==> src/hdl/rswps_pkg.sv <==
// Package for the ring store weighted position sampler.
// Field widths, length clamp, controller states and the command/status structs.
// No dependencies.
`default_nettype none

package rswps_pkg;

	localparam int CAPACITY   = 256;
	localparam int MAX_LENGTH = 512;

	localparam int LEN_W   = 10;
	localparam int DRAW_W  = 17;
	localparam int SLOT_W  = 8;
	localparam int OFF_W   = 9;
	localparam int TOTAL_W = 18;
	localparam int COUNT_W = 9;

	localparam int LenMaxInt = (MAX_LENGTH > (2 ** LEN_W) - 1) ? (2 ** LEN_W) - 1 : MAX_LENGTH;
	localparam logic [LEN_W-1:0] LEN_CLAMP = LEN_W'(LenMaxInt);

	localparam logic OP_ADD    = 1'b0;
	localparam logic OP_SAMPLE = 1'b1;

	typedef enum logic [2:0] {
		ST_IDLE,
		ST_DECODE,
		ST_REPLACE,
		ST_WALK,
		ST_FIN
	} state_t;

	typedef struct packed {
		logic accept;
		logic add_new;
		logic add_replace;
		logic set_err;
		logic walk_start;
		logic walk_step;
		logic load_out;
	} cmd_t;

	typedef struct packed {
		logic is_add;
		logic full;
		logic bad_draw;
		logic found;
	} status_t;

endpackage

`default_nettype wire

==> src/hdl/rswps_if.sv <==
// Request and response channel interfaces for the position sampler.
// Depends on rswps_pkg for field widths.
`default_nettype none

interface rswps_req_if;
	logic                             valid;
	logic                             ready;
	logic                             op;
	logic [rswps_pkg::LEN_W-1:0]      episode_length;
	logic [rswps_pkg::DRAW_W-1:0]     draw;
	logic                             batch_last;

	modport source (output valid, op, episode_length, draw, batch_last, input ready);
	modport sink   (input valid, op, episode_length, draw, batch_last, output ready);
endinterface

interface rswps_rsp_if;
	logic                             valid;
	logic                             ready;
	logic [rswps_pkg::SLOT_W-1:0]     slot_index;
	logic [rswps_pkg::OFF_W-1:0]      offset;
	logic [rswps_pkg::TOTAL_W-1:0]    total_positions;
	logic [rswps_pkg::COUNT_W-1:0]    stored_count;
	logic                             error;
	logic                             batch_end;

	modport source (output valid, slot_index, offset, total_positions, stored_count, error,
		batch_end, input ready);
	modport sink   (input valid, slot_index, offset, total_positions, stored_count, error,
		batch_end, output ready);
endinterface

`default_nettype wire

==> src/hdl/ring_store_weighted_position_sampler.sv <==
// Top level of the ring store weighted position sampler.
// Depends on rswps_pkg, rswps_if, rswps_ctrl, rswps_dp (and rswps_ram below it).
//
//   channel  dir  word
//   req      in   op, episode_length, draw, batch_last
//   rsp      out  slot_index, offset, total_positions, stored_count, error, batch_end
//
// One item at a time. An add writes its length in the decode state; once the ring
// is full it first reads the overwritten length, then writes in the replace state. A
// sample walks from slot 0 and ends at the hit slot: the walk reads one stored
// length per cycle from the single read port of the length store.
// Reset clears counters, total, walk flag and controller state only; the store needs no clearing pass.
// A new word is accepted while a result waits in the output register.
`default_nettype none

module ring_store_weighted_position_sampler #(
	parameter int CAPACITY = rswps_pkg::CAPACITY
) (
	input wire logic    clk,
	input wire logic    arst_n,
	rswps_req_if.sink   req,
	rswps_rsp_if.source rsp
);

	rswps_pkg::cmd_t    cmd;
	rswps_pkg::status_t sts;

	rswps_ctrl u_ctrl (
		.clk       (clk),
		.arst_n    (arst_n),
		.req_valid (req.valid),
		.rsp_ready (rsp.ready),
		.sts       (sts),
		.req_ready (req.ready),
		.rsp_valid (rsp.valid),
		.cmd       (cmd)
	);

	rswps_dp #(
		.CAPACITY (CAPACITY)
	) u_dp (
		.clk               (clk),
		.arst_n            (arst_n),
		.cmd               (cmd),
		.sts               (sts),
		.in_op             (req.op),
		.in_episode_length (req.episode_length),
		.in_draw           (req.draw),
		.in_batch_last     (req.batch_last),
		.slot_index        (rsp.slot_index),
		.offset            (rsp.offset),
		.total_positions   (rsp.total_positions),
		.stored_count      (rsp.stored_count),
		.error             (rsp.error),
		.batch_end         (rsp.batch_end)
	);

endmodule

`default_nettype wire

==> src/hdl/rswps_ram.sv <==
// Generic simple dual-port RAM: one write port, one read port, registered read.
// No dependencies.
`default_nettype none

module rswps_ram #(
	parameter int WIDTH = 10,
	parameter int DEPTH = 256
) (
	input  wire logic                                       clk,
	input  wire logic                                       we,
	input  wire logic [((DEPTH > 1) ? $clog2(DEPTH) : 1)-1:0] waddr,
	input  wire logic [WIDTH-1:0]                           wdata,
	input  wire logic [((DEPTH > 1) ? $clog2(DEPTH) : 1)-1:0] raddr,
	output      logic [WIDTH-1:0]                           rdata
);

	logic [WIDTH-1:0] mem_q [DEPTH];

	always_ff @(posedge clk) begin
		if (we) begin
			mem_q[waddr] <= wdata;
		end
		rdata <= mem_q[raddr];
	end

endmodule

`default_nettype wire

==> src/hdl/rswps_ctrl.sv <==
// Controller state machine for the position sampler.
// Depends on rswps_pkg for state_t, cmd_t and status_t.
`default_nettype none

module rswps_ctrl (
	input  wire logic              clk,
	input  wire logic              arst_n,
	input  wire logic              req_valid,
	input  wire logic              rsp_ready,
	input  wire rswps_pkg::status_t sts,
	output      logic              req_ready,
	output      logic              rsp_valid,
	output      rswps_pkg::cmd_t   cmd
);

	rswps_pkg::state_t state_q, state_nxt;
	logic              out_valid_q;
	logic              out_free;

	assign out_free = !out_valid_q || rsp_ready;

	always_comb begin
		state_nxt = state_q;
		unique case (state_q)
			rswps_pkg::ST_IDLE: begin
				if (req_valid) begin
					state_nxt = rswps_pkg::ST_DECODE;
				end
			end
			rswps_pkg::ST_DECODE: begin
				if (sts.is_add) begin
					state_nxt = sts.full ? rswps_pkg::ST_REPLACE : rswps_pkg::ST_FIN;
				end else begin
					state_nxt = sts.bad_draw ? rswps_pkg::ST_FIN : rswps_pkg::ST_WALK;
				end
			end
			rswps_pkg::ST_REPLACE: begin
				state_nxt = rswps_pkg::ST_FIN;
			end
			rswps_pkg::ST_WALK: begin
				if (sts.found) begin
					state_nxt = rswps_pkg::ST_FIN;
				end
			end
			rswps_pkg::ST_FIN: begin
				if (out_free) begin
					state_nxt = rswps_pkg::ST_IDLE;
				end
			end
			default: state_nxt = rswps_pkg::ST_IDLE;
		endcase
	end

	always_comb begin
		cmd       = '0;
		req_ready = 1'b0;
		unique case (state_q)
			rswps_pkg::ST_IDLE: begin
				req_ready  = 1'b1;
				cmd.accept = req_valid;
			end
			rswps_pkg::ST_DECODE: begin
				cmd.add_new    = sts.is_add && !sts.full;
				cmd.set_err    = !sts.is_add && sts.bad_draw;
				cmd.walk_start = !sts.is_add && !sts.bad_draw;
			end
			rswps_pkg::ST_REPLACE: begin
				cmd.add_replace = 1'b1;
			end
			rswps_pkg::ST_WALK: begin
				cmd.walk_step = 1'b1;
			end
			rswps_pkg::ST_FIN: begin
				cmd.load_out = out_free;
			end
			default: ;
		endcase
	end

	always_ff @(posedge clk or negedge arst_n) begin
		if (!arst_n) begin
			state_q     <= rswps_pkg::ST_IDLE;
			out_valid_q <= 1'b0;
		end else begin
			state_q <= state_nxt;
			if (cmd.load_out) begin
				out_valid_q <= 1'b1;
			end else if (rsp_ready) begin
				out_valid_q <= 1'b0;
			end
		end
	end

	assign rsp_valid = out_valid_q;

endmodule

`default_nettype wire

==> src/hdl/rswps_dp.sv <==
// Datapath of the position sampler: length store, counters, running total,
// cumulative walk and the output word register. Depends on rswps_pkg and rswps_ram.
`default_nettype none

module rswps_dp #(
	parameter int CAPACITY = rswps_pkg::CAPACITY
) (
	input  wire logic                              clk,
	input  wire logic                              arst_n,
	input  wire rswps_pkg::cmd_t                   cmd,
	output      rswps_pkg::status_t                sts,
	input  wire logic                              in_op,
	input  wire logic [rswps_pkg::LEN_W-1:0]       in_episode_length,
	input  wire logic [rswps_pkg::DRAW_W-1:0]      in_draw,
	input  wire logic                              in_batch_last,
	output      logic [rswps_pkg::SLOT_W-1:0]      slot_index,
	output      logic [rswps_pkg::OFF_W-1:0]       offset,
	output      logic [rswps_pkg::TOTAL_W-1:0]     total_positions,
	output      logic [rswps_pkg::COUNT_W-1:0]     stored_count,
	output      logic                              error,
	output      logic                              batch_end
);

	localparam int SlotW = (CAPACITY > 1) ? $clog2(CAPACITY) : 1;
	localparam int CntW  = $clog2(CAPACITY + 1);
	localparam int TotW  = $clog2(CAPACITY * rswps_pkg::LenMaxInt + 1);
	localparam int CmpW  = (TotW > rswps_pkg::DRAW_W) ? TotW : rswps_pkg::DRAW_W;
	localparam logic [SlotW-1:0] LastSlot = SlotW'(CAPACITY - 1);
	localparam logic [CntW-1:0]  FullCnt  = CntW'(CAPACITY);

	logic                            op_q;
	logic [rswps_pkg::LEN_W-1:0]     len_q;
	logic [rswps_pkg::DRAW_W-1:0]    draw_q;
	logic                            last_q;

	logic [CntW-1:0]                 count_q;
	logic [SlotW-1:0]                wslot_q;
	logic [TotW-1:0]                 total_q;

	logic [SlotW-1:0]                ptr_q;
	logic [SlotW-1:0]                cmp_slot_q;
	logic                            rvalid_q;
	logic [TotW-1:0]                 before_q;

	logic [SlotW-1:0]                res_slot_q;
	logic [rswps_pkg::OFF_W-1:0]     res_off_q;
	logic                            res_err_q;

	logic                            we;
	logic [SlotW-1:0]                waddr;
	logic [SlotW-1:0]                raddr;
	logic [rswps_pkg::LEN_W-1:0]     rdata;
	logic [TotW-1:0]                 after;
	logic [CmpW-1:0]                 diff;
	logic [rswps_pkg::LEN_W-1:0]     len_clamped;

	assign len_clamped = (in_episode_length > rswps_pkg::LEN_CLAMP) ? rswps_pkg::LEN_CLAMP
		: in_episode_length;

	assign we    = cmd.add_new || cmd.add_replace;
	assign waddr = cmd.add_new ? count_q[SlotW-1:0] : wslot_q;
	assign raddr = cmd.walk_step ? ptr_q : wslot_q;

	rswps_ram #(
		.WIDTH (rswps_pkg::LEN_W),
		.DEPTH (CAPACITY)
	) u_store (
		.clk   (clk),
		.we    (we),
		.waddr (waddr),
		.wdata (len_q),
		.raddr (raddr),
		.rdata (rdata)
	);

	assign after = before_q + TotW'(rdata);
	assign diff  = CmpW'(draw_q) - CmpW'(before_q);

	always_comb begin
		sts.is_add   = (op_q == rswps_pkg::OP_ADD);
		sts.full     = (count_q == FullCnt);
		sts.bad_draw = (count_q == '0) || (total_q == '0) || (CmpW'(draw_q) >= CmpW'(total_q));
		sts.found    = rvalid_q && (CmpW'(draw_q) < CmpW'(after));
	end

	always_ff @(posedge clk) begin
		if (cmd.accept) begin
			op_q   <= in_op;
			len_q  <= len_clamped;
			draw_q <= in_draw;
			last_q <= in_batch_last;
		end
	end

	always_ff @(posedge clk or negedge arst_n) begin
		if (!arst_n) begin
			count_q  <= '0;
			wslot_q  <= '0;
			total_q  <= '0;
			rvalid_q <= 1'b0;
		end else begin
			if (cmd.add_new) begin
				count_q <= count_q + CntW'(1);
				total_q <= total_q + TotW'(len_q);
			end
			if (cmd.add_replace) begin
				total_q <= total_q - TotW'(rdata) + TotW'(len_q);
				wslot_q <= (wslot_q == LastSlot) ? '0 : wslot_q + SlotW'(1);
			end
			if (cmd.walk_start) begin
				rvalid_q <= 1'b0;
			end else if (cmd.walk_step) begin
				rvalid_q <= 1'b1;
			end
		end
	end

	always_ff @(posedge clk) begin
		if (cmd.walk_start) begin
			ptr_q    <= '0;
			before_q <= '0;
		end else if (cmd.walk_step) begin
			ptr_q      <= ptr_q + SlotW'(1);
			cmp_slot_q <= ptr_q;
			if (rvalid_q) begin
				before_q <= after;
			end
		end
	end

	always_ff @(posedge clk) begin
		if (cmd.add_new) begin
			res_slot_q <= count_q[SlotW-1:0];
			res_off_q  <= '0;
			res_err_q  <= 1'b0;
		end else if (cmd.add_replace) begin
			res_slot_q <= wslot_q;
			res_off_q  <= '0;
			res_err_q  <= 1'b0;
		end else if (cmd.set_err) begin
			res_slot_q <= '0;
			res_off_q  <= '0;
			res_err_q  <= 1'b1;
		end else if (cmd.walk_step && sts.found) begin
			res_slot_q <= cmp_slot_q;
			res_off_q  <= rswps_pkg::OFF_W'(diff);
			res_err_q  <= 1'b0;
		end
	end

	always_ff @(posedge clk) begin
		if (cmd.load_out) begin
			slot_index      <= rswps_pkg::SLOT_W'(res_slot_q);
			offset          <= res_off_q;
			total_positions <= rswps_pkg::TOTAL_W'(total_q);
			stored_count    <= rswps_pkg::COUNT_W'(count_q);
			error           <= res_err_q;
			batch_end       <= (op_q == rswps_pkg::OP_SAMPLE) && last_q;
		end
	end

endmodule

`default_nettype wire

==> src/flat_wrapper.sv <==
// flat-port wrapper written by rule: the top's interface ports become plain ports
module ring_store_weighted_position_sampler_flat 
#(
	parameter int CAPACITY = rswps_pkg::CAPACITY
)
  (clk, arst_n, req_valid, req_op, req_episode_length, req_draw, req_batch_last, req_ready, rsp_valid, rsp_slot_index, rsp_offset, rsp_total_positions, rsp_stored_count, rsp_error, rsp_batch_end, rsp_ready);
  rswps_req_if req_i ();
  rswps_rsp_if rsp_i ();
  input wire logic clk;
  input wire logic arst_n;
  input wire logic [$bits(req_i.valid)-1:0] req_valid;
  input wire logic [$bits(req_i.op)-1:0] req_op;
  input wire logic [$bits(req_i.episode_length)-1:0] req_episode_length;
  input wire logic [$bits(req_i.draw)-1:0] req_draw;
  input wire logic [$bits(req_i.batch_last)-1:0] req_batch_last;
  output wire logic [$bits(req_i.ready)-1:0] req_ready;
  output wire logic [$bits(rsp_i.valid)-1:0] rsp_valid;
  output wire logic [$bits(rsp_i.slot_index)-1:0] rsp_slot_index;
  output wire logic [$bits(rsp_i.offset)-1:0] rsp_offset;
  output wire logic [$bits(rsp_i.total_positions)-1:0] rsp_total_positions;
  output wire logic [$bits(rsp_i.stored_count)-1:0] rsp_stored_count;
  output wire logic [$bits(rsp_i.error)-1:0] rsp_error;
  output wire logic [$bits(rsp_i.batch_end)-1:0] rsp_batch_end;
  input wire logic [$bits(rsp_i.ready)-1:0] rsp_ready;
  assign req_i.valid = req_valid;
  assign req_i.op = req_op;
  assign req_i.episode_length = req_episode_length;
  assign req_i.draw = req_draw;
  assign req_i.batch_last = req_batch_last;
  assign req_ready = req_i.ready;
  assign rsp_valid = rsp_i.valid;
  assign rsp_slot_index = rsp_i.slot_index;
  assign rsp_offset = rsp_i.offset;
  assign rsp_total_positions = rsp_i.total_positions;
  assign rsp_stored_count = rsp_i.stored_count;
  assign rsp_error = rsp_i.error;
  assign rsp_batch_end = rsp_i.batch_end;
  assign rsp_i.ready = rsp_ready;
  ring_store_weighted_position_sampler #(.CAPACITY(CAPACITY)) u_core (.clk(clk), .arst_n(arst_n), .req(req_i), .rsp(rsp_i));
endmodule
==> config.mk <==
export PLATFORM = sky130hd
export DESIGN_NAME = ring_store_weighted_position_sampler_flat
export DESIGN_NICKNAME = d
export VERILOG_FILES = /design/src/hdl/rswps_pkg.sv /design/src/hdl/rswps_if.sv /design/src/hdl/ring_store_weighted_position_sampler.sv /design/src/hdl/rswps_ram.sv /design/src/hdl/rswps_ctrl.sv /design/src/hdl/rswps_dp.sv /design/src/flat_wrapper.sv
export SDC_FILE = /design/constraint.sdc
export NUM_CORES = 2
export LEC_CHECK = 0
export BUFFER_PORTS_ARGS = -buffer_cell sky130_fd_sc_hd__buf_2
export CAP_MARGIN = 10
export CORE_MARGIN = 5
export CORE_UTILIZATION = 45
export DETAILED_ROUTE_END_ITERATION = 8
export SYNTH_ARGS = -nofsm -noshare
export SYNTH_HDL_FRONTEND = slang
export SYNTH_HIERARCHICAL = 1
export SYNTH_SLANG_ARGS = --single-unit
export TNS_END_PERCENT = 1
==> constraint.sdc <==
create_clock -name clk -period 10.6 [get_ports clk]
set_input_delay 0.53 -clock clk [delete_from_list [all_inputs] [get_ports clk]]
set_output_delay 0.53 -clock clk [all_outputs]
set_load 0.02 [all_outputs]
==> results by group <==
Logic synthesis
  • Ys flop type: edfxtp_1
  • Adder-cell share of the synthesized area: under 10%
  • Synthesized flop and latch total: 2,737
  • Complex-gate fraction of the synthesized area: 4.69%
  • Synth Instances: 5,628
  • Largest family of logic cells by synthesized area: multiplexers
  • Synth top area share: 72.9%
  • Post-Syn Area per Cell: 19.4 um^2
  • Net Count, Synth: roughly 5,800
  • Synth Cell Area: 109,000 um^2
  • Sequential fraction of the synthesis area: 74.6%
  • Synth Area in XOR/XNOR: 0.577%
  • Post-synth cell types: 87
  • Number of synthesized flops with an enable pin: ~2,700
  • Ys async rst share: 1.46%
  • Simple-Gate Fraction of Synth Area: ~3.4%
  • Multiplexer share of the synthesized area: 13.2%
  • Synth Warn #: 6
  • Post-synth top area cell: edfxtp_1
  • Synth top area cells: edfxtp_1, mux4_2, mux2i_1, a22oi_1, nor2_1

Detailed routing
  • WL/cell: 30.6 um
  • First-pass detailed-route iteration total: 8
  • Routed WL: 286 mm
  • Total number of vias: 56,300
  • DRT antenna net count: 0
  • Drt first-iter violations: slightly above 6,000
  • Vias per cell: between 6 and 7
  • DRC: 0

Clocking
  • H-Tree Depth: 5
  • Worst-path clk slew: 0.06 ns
  • Clock latency on the worst-skew pair: between 0.9 and 1 ns
  • Clock Tree Root: clkbuf_16
  • Clock sink count: 2,737
  • Clock buffer depth: 4
  • Total CTS buffers: just over 300
  • Post-CTS setup buffers: 0
  • CTS tree: built

Final layout
  • Commonest non-fill, non-tap cell in the layout: edfxtp_1
  • Most frequent cells in the layout: edfxtp_1, mux4_2, nor2_1
  • Nets: 6,055
  • Synthesis-to-layout area growth: 12.7%
  • Layout cells sized above 1: 20.0%

Timing
  • Final Critical Period: 6.26 ns
  • Period utilisation layout: 59.0%
  • Final hold vios: 0
  • Slew margin rel.: 9.16%
  • Worst-margin pin slew: 1.36 ns
  • Final setup viols: 0
  • Setup TNS: 0 ns
  • Hold_ws: between 0.3 and 0.4 ns
  • Fin. max-slew vios: 0
  • RSZ-0062 raised after global routing: no
  • Max Clk Rate: 0.160 GHz
  • Final Skew: 0.0600 ns

GRT
  • Largest net degree at the start of global routing: 199
  • Vias in the first global route: 56,400
  • Grt ovf: 0
  • GRT Util Overall: 22.5%
  • Global-route wire length before repair: between 400 and 500 mm
  • Initial antenna violation count: 12

Power
  • Comb power frac: about a quarter
  • Pwr Density: approximately 250 nW/um^2
  • Clock power frac: 32.1%
  • Peak VDD IR: 0.219 mV
  • NetSw: 9.13 mW
  • Seq pwr share: 42.0%
  • Pint: 21.7 mW
  • Lkg Pwr: just under 40 nW
  • Switching share of power: between 20% and 30%

Floorplanning
  • Chip Width: 503 um
  • Die height: 503 um
  • Core Region: roughly 240,000 um^2
  • Die area: 253,000 um^2
  • I/O pin count: between 80 and 90
  • Initial Util: 45.3%
  • Cell Rows: 180

Worst setup path
  • Crit Path Max Fanout: 71
  • WP data required: 11.37 ns
  • Critical path class: reg -> reg
  • CP endpoint kind: register
  • Worst reg2reg startpoint: u_core/u_ctrl/state_q[2]
  • Worst Reg2Reg Path Length in Cells: 12
  • R2r setup slk: 4.34 ns
  • Crit path arrival time: 7.03 ns
  • R2R Path End: u_core/u_dp/u_store/rdata[9]
  • Critical Path Source Type: register

Place
  • RD Place Congestion: 0.860
  • Port-buffer cells: 80
  • Post-DP HPWL: between 150 and 200 mm

Hold path
  • Hold Path Class: in -> async

Job
  • Max-Cap Viols: 0

Run status
  • Status: finished clean
[sequential cells by signal (all words and copies together), names as in the netlist, 3 cells and up]
signal                       count
u_core/u_dp/u_store/mem_q     2560
u_core/u_dp/before_q            18
u_core/u_dp/total_positions     18
u_core/u_dp/total_q             18
u_core/u_dp/draw_q              17
u_core/u_dp/len_q               10
u_core/u_dp/u_store/rdata       10
u_core/u_dp/count_q              9
u_core/u_dp/offset               9
u_core/u_dp/res_off_q            9
u_core/u_dp/stored_count         9
u_core/u_dp/cmp_slot_q           8
u_core/u_dp/ptr_q                8
u_core/u_dp/res_slot_q           8
u_core/u_dp/slot_index           8
u_core/u_dp/wslot_q              8
u_core/u_ctrl/state_q            3
[synthesized netlist by cell type (46+ instances only)]
library cell	count
inv_1	95
a22oi_1	202
edfxtp_1	2651
a21oi_1	173
ha_1	93
clkbuf_1	147
mux4_2	495
dfxtp_1	46
buf_2	49
xnor2_1	60
nand2_1	129
nor2_1	365
o22ai_1	60
nor3_1	48
mux2i_1	221
nand3_1	60
o21ai_0	83
[cells by family (layout without fill, tap and decap cells)]
| kind of cell | after synthesis | count (layout) |
|---|---|---|
| AND/OR/NAND/NOR | 793 | 793 |
| XOR/XNOR | 72 | 72 |
| adder cells (fa/ha/maj) | 106 | 106 |
| buffers and inverters | 407 | 914 |
| flip-flops | 2737 | 2737 |
| other | 0 | 6 |
| multiplexers | 757 | 757 |
| AO/OA/AOI/OAI | 756 | 756 |
[metrics by stage]
stage          setup slack (ns)  total power, mW  utilization (%)  cell area [um^2]  instances
3_5_place_dp               4.39             21.2             47.0            113000       8756
4_1_cts                    4.34             31.1             51.0            123000       9316
2_1_floorplan              4.31             19.1                -            109000       5628
3_3_place_gp               4.05             21.1             47.0            113000       8743
5_1_grt                    3.90             32.1             51.1            123000       9323
6_report                   4.34             30.9             51.1            123000       9326
[routing by layer]
metal | share of wire, % | vias to the layer above | track usage, %
met3 | 8.4 | 489 | 5.16
met1 | 40 | 29700 | 30.5
met4 | 3.3 | 4 | 7.11
met5 | 0.011 | - | 0
li1 | - | 23700 | -
met2 | 48 | 2358 | 36.4
[power groups by stage]
stage | registers [mW] | clock network (mW) | logic, mW
after floorplan | 13.6 | 0 | 5.57
after global placement | 13.2 | 0 | 7.91
after detailed placement | 13.2 | 0 | 8.01
after CTS | 13.0 | 10.1 | 8.05
after global routing | 13.0 | 10.6 | 8.57
final | 13.0 | 9.92 | 7.98
[area by class of cell]
type	count	area, um^2
Inverter	97	364
Tap cell	3185	3990
Clock inverter	143	1190
Timing Repair Buffer	294	2330
Clock buffer	380	8070
Multi-Input combinational cell	2484	25600
Antenna cell	6	15.0
Fill cell	19100	118000
Sequential cell	2737	81500
[critical path: stages (launching register included)]
cell      delay [ns]
dfrtp_1         0.46
inv_1           0.15
and3_1          0.17
buf_4           0.24
o21ai_4         0.77
buf_4           0.65
buf_12          0.49
mux4_1          0.64
a22o_1          0.26
a221oi_1        0.93
o32ai_1         0.31
nor3_1          0.64
nor4_1          0.17
[worst max path at each step]
stage | from | endpoint | slack (ns) | cells past startpoint
after global routing | u_core/u_ctrl/state_q[2] | u_core/u_dp/u_store/rdata[9] | 3.90 | 12
after CTS | u_core/u_ctrl/state_q[2] | u_core/u_dp/u_store/rdata[9] | 4.34 | 12
after global placement | u_core/u_ctrl/state_q[2] | u_core/u_dp/u_store/rdata[3] | 4.05 | 14
after detailed placement | u_core/u_ctrl/state_q[2] | u_core/u_dp/u_store/rdata[9] | 4.39 | 12
final | u_core/u_ctrl/state_q[2] | u_core/u_dp/u_store/rdata[9] | 4.34 | 12
after floorplan | u_core/u_dp/len_q[1] | u_core/u_dp/total_q[15] | 4.31 | 11
[repair_timing]
action,4_1_cts,5_1_grt
hold buffers,37,0
hold endpoints to repair,72,0
gates resized for setup,0,0
(Power assumes the default switching activity.)
